### src/rtl/core/lscr_pkg.sv
// Shared types and constants for the LIFO stack with checksum and run count.
// Holds the operation and status codes, the controller states and the
// command and status groups between controller and datapath. No dependencies.
`default_nettype none

package lscr_pkg;

  typedef enum logic [1:0] {
    FUNC_PUSH  = 2'd0,
    FUNC_POP   = 2'd1,
    FUNC_PEEK  = 2'd2,
    FUNC_CLEAR = 2'd3
  } func_t;

  localparam logic [1:0] STATUS_OK    = 2'd0;
  localparam logic [1:0] STATUS_EMPTY = 2'd1;
  localparam logic [1:0] STATUS_FULL  = 2'd2;

  typedef enum logic [1:0] {
    ST_IDLE,
    ST_EXEC,
    ST_RELOAD,
    ST_REPORT
  } state_t;

  typedef struct packed {
    logic latch;
    logic exec;
    logic reload;
  } lscr_cmd_t;

  typedef struct packed {
    logic need_reload;
  } lscr_stat_t;

endpackage

`default_nettype wire

### src/rtl/core/lscr_ctrl.sv
// Controller state machine for the LIFO stack unit.
// Depends on lscr_pkg for the state type and the command and status groups.
`default_nettype none

module lscr_ctrl (
  input  wire logic               clk,
  input  wire logic               rst,
  input  wire logic               start,
  input  wire lscr_pkg::lscr_stat_t stat,
  output lscr_pkg::lscr_cmd_t     cmd,
  output logic                    busy,
  output logic                    done
);

  lscr_pkg::state_t state;
  lscr_pkg::state_t state_next;

  always_ff @(posedge clk) begin
    if (rst) begin
      state <= lscr_pkg::ST_IDLE;
    end else begin
      state <= state_next;
    end
  end

  always_comb begin
    state_next = state;
    unique case (state)
      lscr_pkg::ST_IDLE: begin
        if (start) begin
          state_next = lscr_pkg::ST_EXEC;
        end
      end
      lscr_pkg::ST_EXEC: begin
        if (stat.need_reload) begin
          state_next = lscr_pkg::ST_RELOAD;
        end else begin
          state_next = lscr_pkg::ST_REPORT;
        end
      end
      lscr_pkg::ST_RELOAD: state_next = lscr_pkg::ST_REPORT;
      lscr_pkg::ST_REPORT: state_next = lscr_pkg::ST_IDLE;
      default:             state_next = lscr_pkg::ST_IDLE;
    endcase
  end

  always_comb begin
    cmd  = '0;
    busy = 1'b1;
    done = 1'b0;
    unique case (state)
      lscr_pkg::ST_IDLE: begin
        busy      = 1'b0;
        cmd.latch = start;
      end
      lscr_pkg::ST_EXEC:   cmd.exec = 1'b1;
      lscr_pkg::ST_RELOAD: cmd.reload = 1'b1;
      lscr_pkg::ST_REPORT: done = 1'b1;
      default:             busy = 1'b1;
    endcase
  end

endmodule

`default_nettype wire

### src/rtl/core/lscr_dpath.sv
// Datapath of the LIFO stack unit: entry memory, top-of-stack registers,
// fill level, running sum and result registers. Depends on lscr_pkg.
`default_nettype none

module lscr_dpath #(
  parameter int DEPTH = 64
) (
  input  wire logic                 clk,
  input  wire logic                 rst,
  input  wire lscr_pkg::lscr_cmd_t  cmd,
  input  wire logic [1:0]           func,
  input  wire logic signed [31:0]   push_value,
  output lscr_pkg::lscr_stat_t      stat,
  output logic signed [31:0]        read_value,
  output logic [1:0]                status,
  output logic [6:0]                element_count,
  output logic signed [31:0]        value_sum,
  output logic [5:0]                run_total
);

  localparam int AW = (DEPTH > 1) ? $clog2(DEPTH) : 1;
  localparam int CW = $clog2(DEPTH + 1);
  localparam int MW = 32 + CW + 1;

  logic [MW-1:0]      mem [DEPTH];
  logic [MW-1:0]      rd_word;
  logic [AW-1:0]      rd_addr;

  logic [1:0]         op_func;
  logic signed [31:0] op_value;
  logic [CW-1:0]      fill;
  logic [31:0]        sum;
  logic signed [31:0] top_value;
  logic [CW-1:0]      top_runs;
  logic               top_dir;
  logic signed [31:0] res_value;
  logic [1:0]         res_status;

  logic               is_empty;
  logic               is_full;
  logic               push_ok;
  logic               new_dir;
  logic [CW-1:0]      new_runs;
  logic [CW-1:0]      fill_less2;

  assign is_empty = (fill == '0);
  assign is_full  = (fill >= CW'(DEPTH));
  assign push_ok  = (lscr_pkg::func_t'(op_func) == lscr_pkg::FUNC_PUSH) && !is_full;

  always_comb begin
    new_dir  = 1'b0;
    new_runs = CW'(1);
    if (!is_empty) begin
      new_dir = (op_value <= top_value);
      if (fill >= CW'(2)) begin
        new_runs = top_runs + CW'(new_dir != top_dir);
      end
    end
  end

  assign fill_less2 = fill - CW'(2);
  assign rd_addr    = fill_less2[AW-1:0];

  assign stat.need_reload = (lscr_pkg::func_t'(op_func) == lscr_pkg::FUNC_POP)
                            && (fill >= CW'(2));

  always_ff @(posedge clk) begin
    if (cmd.exec && push_ok) begin
      mem[fill[AW-1:0]] <= {op_value, new_runs, new_dir};
    end
    rd_word <= mem[rd_addr];
  end

  always_ff @(posedge clk) begin
    if (cmd.latch) begin
      op_func  <= func;
      op_value <= push_value;
    end
  end

  always_ff @(posedge clk) begin
    if (rst) begin
      fill       <= '0;
      sum        <= '0;
      res_value  <= '0;
      res_status <= lscr_pkg::STATUS_OK;
    end else if (cmd.exec) begin
      res_value  <= '0;
      res_status <= lscr_pkg::STATUS_OK;
      unique case (lscr_pkg::func_t'(op_func)) inside
        lscr_pkg::FUNC_PUSH: begin
          if (is_full) begin
            res_status <= lscr_pkg::STATUS_FULL;
          end else begin
            fill <= fill + CW'(1);
            sum  <= sum + op_value;
          end
        end
        lscr_pkg::FUNC_POP, lscr_pkg::FUNC_PEEK: begin
          if (is_empty) begin
            res_status <= lscr_pkg::STATUS_EMPTY;
          end else begin
            res_value <= top_value;
            if (lscr_pkg::func_t'(op_func) == lscr_pkg::FUNC_POP) begin
              fill <= fill - CW'(1);
              sum  <= sum - top_value;
            end
          end
        end
        lscr_pkg::FUNC_CLEAR: begin
          fill <= '0;
          sum  <= '0;
        end
        default: res_status <= lscr_pkg::STATUS_OK;
      endcase
    end
  end

  always_ff @(posedge clk) begin
    if (cmd.exec && push_ok) begin
      top_value <= op_value;
      top_runs  <= new_runs;
      top_dir   <= new_dir;
    end else if (cmd.reload) begin
      top_value <= rd_word[MW-1 -: 32];
      top_runs  <= rd_word[CW:1];
      top_dir   <= rd_word[0];
    end
  end

  assign read_value    = res_value;
  assign status        = res_status;
  assign element_count = 7'(fill);
  assign value_sum     = sum;
  assign run_total     = is_empty ? 6'd0 : 6'(top_runs);

endmodule

`default_nettype wire

### src/rtl/core/lifo_stack_with_checksum_and_runs_unit.sv
// Top level of the LIFO stack unit with running checksum and run count.
// An item accepted in the idle state is executed and then reported with done;
// a pop that leaves entries passes through the reload state before the report, as the new
// top entry is fetched through the memory's registered read port.
// No new item is taken until the last is reported; busy is high meanwhile.
// Reset empties the stack and clears the sum; stored entries are not cleared.
`default_nettype none

module lifo_stack_with_checksum_and_runs_unit #(
  parameter int DEPTH = 64
) (
  input  wire logic               clk,
  input  wire logic               rst,
  input  wire logic               start,
  output logic                    busy,
  input  wire logic [1:0]         func,
  input  wire logic signed [31:0] push_value,
  output logic                    done,
  output logic signed [31:0]      read_value,
  output logic [1:0]              status,
  output logic [6:0]              element_count,
  output logic signed [31:0]      value_sum,
  output logic [5:0]              run_total
);

  lscr_pkg::lscr_cmd_t  cmd;
  lscr_pkg::lscr_stat_t stat;

  lscr_ctrl u_ctrl (
    .clk   (clk),
    .rst   (rst),
    .start (start),
    .stat  (stat),
    .cmd   (cmd),
    .busy  (busy),
    .done  (done)
  );

  lscr_dpath #(
    .DEPTH (DEPTH)
  ) u_dpath (
    .clk           (clk),
    .rst           (rst),
    .cmd           (cmd),
    .func          (func),
    .push_value    (push_value),
    .stat          (stat),
    .read_value    (read_value),
    .status        (status),
    .element_count (element_count),
    .value_sum     (value_sum),
    .run_total     (run_total)
  );

endmodule

`default_nettype wire

### config.mk
export PLATFORM = sky130hd
export DESIGN_NAME = lifo_stack_with_checksum_and_runs_unit
export DESIGN_NICKNAME = d
export VERILOG_FILES = /design/src/rtl/core/lscr_pkg.sv /design/src/rtl/core/lscr_ctrl.sv /design/src/rtl/core/lscr_dpath.sv /design/src/rtl/core/lifo_stack_with_checksum_and_runs_unit.sv
export SDC_FILE = /design/constraint.sdc
export NUM_CORES = 2
export LEC_CHECK = 0
export ABC_AREA = 1
export ABC_CLOCK_PERIOD_IN_PS = 4900
export BUFFER_PORTS_ARGS = -buffer_cell sky130_fd_sc_hd__buf_2
export CORE_MARGIN = 4
export CORE_UTILIZATION = 40
export DETAILED_ROUTE_END_ITERATION = 12
export PLACE_DENSITY_LB_ADDON = 0.08
export SETUP_SLACK_MARGIN = 0.5
export SLEW_MARGIN = 10
export SYNTH_ARGS = -nofsm -noshare
export SYNTH_HDL_FRONTEND = slang
export SYNTH_SLANG_ARGS = --single-unit
### constraint.sdc
create_clock -name clk -period 4.9 [get_ports clk]
set_input_delay 0.49 -clock clk [delete_from_list [all_inputs] [get_ports clk]]
set_output_delay 0.49 -clock clk [all_outputs]
set_load 0.05 [all_outputs]
== After elaboration in Yosys (flattened, before gate mapping) ==
Memories as Yosys holds them, arrays and structs flattened. A register that Yosys moved wholly into a read port is not among the register bits.
Index checks and enable logic that the tools add are counted.
Storage, ports and cells
  memory bits (writable): 2560
  flip-flop bits (word level): 149
  output and inout bits: 81
  memories kept: 1
  logic and storage cells: 75
Memories
  u_dpath.mem: depth 64, width 40, read ports 1, clocked after memory_dff 1, write ports 1, RTL line lscr_dpath.sv:25  | logic [MW-1:0] mem [DEPTH];
Operators by class
  $add $sub $neg: 6
  reductions and logical operators: 11
  eq/ne operators: 11
  muxes and demuxes: 33
  order comparisons: 3
Operators by type and width (count)
  32-bit two-way mux: 7
  32-bit one-hot mux with 3 select lines: 1
  7-bit two-way mux: 7
  32-bit adder: 1
  32-bit less-or-equal comparator: 1
  32-bit subtractor: 1
  7-bit one-hot mux with 3 select lines: 1
  1-bit two-way mux: 12
  2-bit == test (second input constant): 4
  2-bit one-hot mux with 4 select lines: 1
  7-bit by 1-bit adder with 7-bit output: 1
  7-bit by 1-bit adder with 7-bit output (second input constant): 1
  7-bit by 2-bit >= comparator with 1-bit output (second input constant): 1
  7-bit >= comparator (second input constant): 1
  7-bit logical NOT: 1
  7-bit by 1-bit subtractor with 7-bit output (second input constant): 1
  6-bit two-way mux: 1
  2-bit inequality test (second input constant): 3
  6-bit by 2-bit subtractor with 6-bit output (second input constant): 1
  5-bit AND reduction: 1
  2-bit by 1-bit == test with 1-bit output (second input constant): 2
  2-bit logical NOT: 2
  2-bit two-way mux: 2
  2-bit one-hot mux with 2 select lines: 1
  other kinds (7): 9

== Depth between registers and ports, before layout ==
  depth in word-level cells: 6
  gate-level depth with buffers: 25
  depth with buffers taken out: 25

== Cells and area by module ==
From an unflattened synthesis, not the netlist that was laid out.
Second synthesis, totals
  cell total of the unflattened synthesis: 8683
  area total of the unflattened synthesis: 108131.2 µm²
By module, submodules not included
  lscr_dpath: times used 1, area each 107947.3 µm², sequential area each 79386.1 µm², cells each 8657
  lscr_ctrl: times used 1, area each 183.9 µm², sequential area each 40.0 µm², cells each 26

== Worst setup path after synthesis ==
Ideal clock, no wire load.
  kind: register to register
  from: register u_dpath.op_value[23]
  to: memory u_dpath.mem[0][5] (netlist bit) (data pin)
  slack: -177 ps
  stages on the path, launching flop included: 20
  arrival: 4571 ps
  path buffers: 0
  library setup time: 506 ps
  path through: edfxtp_1 ha_1 nand2_1 inv_1 nand3_1 inv_1 nand2_1 o211ai_1 a21oi_1 nand2_1 nand2_1 nand3_1 nand2_1 inv_1 nor2_1 ha_1 ha_1 nand3_1 xor2_1 nor2_1
Between the ends
  word-level cells in the longest chain between the ends: 5
RTL lines
  start, declared: RTL line lscr_dpath.sv:30  | logic signed [31:0] op_value;
  start signal, assigned: RTL line lscr_dpath.sv:77  | op_value <= push_value;
  32-bit less-or-equal comparator: RTL line lscr_dpath.sv:54  | new_dir = (op_value <= top_value);
  1-bit inequality test: RTL line lscr_dpath.sv:56  | new_runs = top_runs + CW'(new_dir != top_dir);
  7-bit by 1-bit adder with 7-bit output: RTL line lscr_dpath.sv:56
  7-bit two-way mux: RTL line lscr_dpath.sv:55  | if (fill >= CW'(2)) begin
  7-bit two-way mux: RTL line lscr_dpath.sv:53  | if (!is_empty) begin
  via u_dpath.new_runs[4]: RTL line lscr_dpath.sv:43  | logic [CW-1:0] new_runs;
  end, declared: RTL line lscr_dpath.sv:25
The timed path passes the listed nets, and every way through them passes these cells.

== Worst setup path after layout ==
  from: register u_dpath.top_value[31]
  to: memory u_dpath.mem[18][2] (netlist bit) (data pin)
Between the ends
  word-level cells in the longest chain between the ends: 5
RTL lines
  start, declared: RTL line lscr_dpath.sv:33  | logic signed [31:0] top_value;
  start signal, assigned: RTL line lscr_dpath.sv:121  | top_value <= op_value;
  start signal, assigned: RTL line lscr_dpath.sv:125  | top_value <= rd_word[MW-1 -: 32];
  32-bit less-or-equal comparator: RTL line lscr_dpath.sv:54
  1-bit inequality test: RTL line lscr_dpath.sv:56
  7-bit by 1-bit adder with 7-bit output: RTL line lscr_dpath.sv:56
  7-bit two-way mux: RTL line lscr_dpath.sv:55
  7-bit two-way mux: RTL line lscr_dpath.sv:53
  via u_dpath.new_runs[1]: RTL line lscr_dpath.sv:43
The timed path passes the listed nets, and every way through them passes these cells.

==> summary.md <==
| Metric | Value |
|---|---|
| R2R Path Start | u_dpath.top_value[31] |
| Hold Vio Cnt, Final | 0 |
| Dpl hpwl | 213 mm |
| CP Launch Type | register |
| CP peak stage delay | 0.52 ns |
| CTS Buffer Depth | 4 |
| Maxcap violations | 0 |
| WL per Instance | 30.5 um |
| Path type of the worst setup path | register to register |
| Synth Cell Area | 108000 um2 |
| #FFs+latches synth | 2683 |
| DR vias | 74100 |
| Drt via density | 5.85 |
| Fin crit share | 83.2% |
| Number of fill cells | 24200 |
| CP Data Required Time | 5.53 ns |
| Syn_area_per_cell | 12.4 um2 |
| Register area | 79400 um2 |
| Final worst clock skew | 0.0695 ns |
| Cell with the largest stage delay on the worst path | buf_4 |
| Cells along the critical path | inv_1 > ha_1 > nand2_1 > nor2_1 > nand3_1 > nor4_1 > nand2_1 > nand3_1 > nand3_1 > nor2_1 > nor2_1 > ha_1 > ha_1 > nand2_1 > nor2_4 > buf_4 |
| 1st-iter DRT viols | 9085 |
| Area of the multi-input gates | 26000 um2 |
| Clock Latency Late Sink | 0.96 ns |
| First-pass GRT wire length | 540 mm |
| Post-synth net total | 8849 |
| Initial antenna violation count | 32 |
| Initial Utilization | 40.2% |
| Register area share after synthesis | 73.6% |
| Largest net degree at the start of global routing | 172 |
| Sum Neg Setup Slack | 0 ns |
| Die W | 527 um |
| Die Area | 278000 um2 |
| PortBufs | 117 |
| H-tree Lvls | 5 |
| Antenna Nets Post-Route | 0 |
| Worst vdd ir | 0.000386 V |
| Die height | 527 um |
| Nets | 8992 |
| Clk slew on worst S/H paths | 0.07 ns |
| GRT Total Usage | 27.1% |
| CP Max Fanout | 49 |
| Critical path's top delay family | simple AND/OR/NAND/NOR gates |
| Hold crit path type | primary input to register |
| Clock tree sinks | 2683 |
| Slew Viols, Final | 0 |
| Core Rows | 190 |
| Power Dens Cells | 584 nW/um2 |
| Share of cells above drive strength 1 | 9.96% |
| GR Overflow Total | 0 |
| FMAX | 0.245 GHz |
| Crit path DAT | 4.71 ns |
| Fin crit period | 4.08 ns |
| Area growth, synth to finish | 14.7% |
| GP Congestion | 0.919 |
| Number of remaining DRC errors | 0 |
| RSZ-0062 raised after global routing | no |
| CP Capture Type | register |
| Drt first pass iters | 6 |
| Num CTS Buffers | 305 |
| Max_slew headroom | 22.4% |
| Clk root buf | clkbuf_16 |
| CP Launch Point | u_dpath.top_value[31] |
| Hold WS | 0.0595 ns |
| Outcome | finished, final reports clean |
| Yosys cell types | 44 |
| Yosys warning total | 0 |
| Measured slew at the worst slew-check pin | 1.16 ns |
| Core ar. | 268000 um2 |
| Total wire length | 386 mm |
| CTS tree | built |
| Final Setup Violations | 0 |
| Crit path buf inv count | 2 |
| Vias in the first global route | 69300 |
| Gate Count Post-Synth | 8724 |
| LEAKAGE | 0.0416 uW |
| I/O Pins | 118 |
| Hold Crit Start | push_value[25] |
[report_power, final]
group | internal [uW] | total, uW | switching [uW] | leakage [uW]
sequential | 27100 | 27900 | 718 | 0.0241
combinational | 5380 | 22700 | 17300 | 0.0128
clock | 12800 | 21800 | 9060 | 0.00462
total | 45300 | 72300 | 27100 | 0.0416
[cells by family after synthesis]
| logic type | after synthesis | synth area share, % |
|---|---|---|
| simple gates | 2736 | 10.0 |
| buf+inv | 737 | 2.87 |
| compound gates | 2448 | 12.2 |
| xor+xnor | 32 | 0.260 |
| flops | 2683 | 73.6 |
| fa+ha+maj | 88 | 1.03 |
[sequential cells by signal (all words and copies together) (netlist names)]
| name | flops |
|---|---|
| u_dpath.status | 2 |
| u_dpath.rd_word | 39 |
| u_ctrl.state | 2 |
| u_dpath.value_sum | 32 |
| u_dpath.element_count | 7 |
| u_dpath.top_value | 32 |
| u_dpath.top_runs | 6 |
| u_dpath.mem | 2496 |
| u_dpath.op_value | 32 |
| u_dpath.op_func | 2 |
| u_dpath.read_value | 32 |
| u_dpath.top_dir | 1 |
[cells in the final DEF, fill, tap and decap left out, types with 17 or more instances in the layout]
cell / n
o22ai_1: 682
nor3_1: 31
xor2_1: 27
nand2_1: 804
a21oi_1: 192
clkinv_2: 50
inv_1: 142
edfxtp_1: 2569
clkbuf_8: 19
buf_2: 117
o21ai_1: 371
nand4_1: 17
ha_1: 85
clkinv_1: 54
clkbuf_16: 314
dfxtp_1: 112
buf_4: 201
buf_12: 75
nand3_1: 273
clkbuf_1: 67
nor2_4: 69
o21ai_0: 1161
diode_2: 27
nor2_1: 1507
dlygate4sd3_1: 23
[what timing repair did]
action	in CTS	in global routing
buffers inserted	0	0
resized for setup	0	1
setup endpoints to repair	0	1
hold endpoints to repair	31	0
hold buffers	23	0
[metrics by stage]
stage          worst slack [ns]  cells  util [%]  power (uW)  instance area, um2
2_1_floorplan             0.501   8724         -       40000              108000
3_3_place_gp              0.922  12100      42.5       50700              114000
3_5_place_dp              0.936  12100      42.5       50700              114000
4_1_cts                   0.918  12600      46.1       72500              124000
5_1_grt                   0.554  12700      46.2       75200              124000
6_report                  0.825  12700      46.2       72300              124000
[cell usage after synthesis (all sizes together)]
cell     instances  area share, %
a32oi            2          0.016
a211oi           3          0.021
nand2b           2          0.012
or2              7          0.041
ha              86            1.0
nor3            32           0.15
nor2          1579            5.5
o21ai         1532            7.1
nor4             8          0.060
a21boi           2          0.014
a22oi            3          0.021
o22ai          682            4.0
a21oi          193           0.90
o21bai           5          0.035
edfxtp        2569             71
inv            157           0.55
nand3b           4          0.028
a31oi           10          0.058
o31ai            2          0.014
xor2            29           0.24
nand4           17          0.099
o21a             2          0.014
a21o             2          0.014
o221ai           3          0.024
fa               2          0.037
nand2          804            2.8
dfxtp          114            2.1
and3             8          0.046
xnor2            3          0.024
o211ai           6          0.042
nand3          274            1.3
clkbuf         390            1.4
a2bb2oi          1         0.0081
buf            190           0.97
and2             1         0.0058
[final cells by class]
| type | count | share of cell area, % |
|---|---|---|
| Sequential cell | 2683 | 64.2 |
| Multi-Input combinational cell | 5304 | 21.0 |
| Clock buffer | 400 | 6.76 |
| Tap cell | 3552 | 3.59 |
| Timing Repair Buffer | 416 | 3.09 |
| Clock inverter | 130 | 0.822 |
| Inverter | 157 | 0.502 |
| Antenna cell | 27 | 0.0546 |
[worst register-to-register path, stage by stage, from the launching register on]
cell	delay, ns
edfxtp_1	0.36
inv_1	0.09
ha_1	0.36
nand2_1	0.09
nor2_1	0.14
nand3_1	0.14
nor4_1	0.40
nand2_1	0.14
nand3_1	0.09
nand3_1	0.14
nor2_1	0.14
nor2_1	0.09
ha_1	0.20
ha_1	0.27
nand2_1	0.08
nor2_4	0.43
buf_4	0.52
[final timing paths]
check	endpoint	slack [ns]	cells after the start
worst min-delay path	u_dpath.op_value[25]	0.06	1
worst min register to register	u_dpath.read_value[24]	0.46	2
worst max-delay path	u_dpath.mem[18][2]	0.82	16
worst max register to register	u_dpath.mem[18][2]	0.82	16
[layer usage]
metal / global-route usage, % / up-vias / part of all wire (%)
li1: - / 32400 / -
met1: 38.7 / 38000 / 43
met2: 42.1 / 3161 / 46
met3: 5.02 / 547 / 8.0
met4: 8.44 / 18 / 3.2
met5: 0 / - / 0.029
Power figures use the tool's default switching activity.
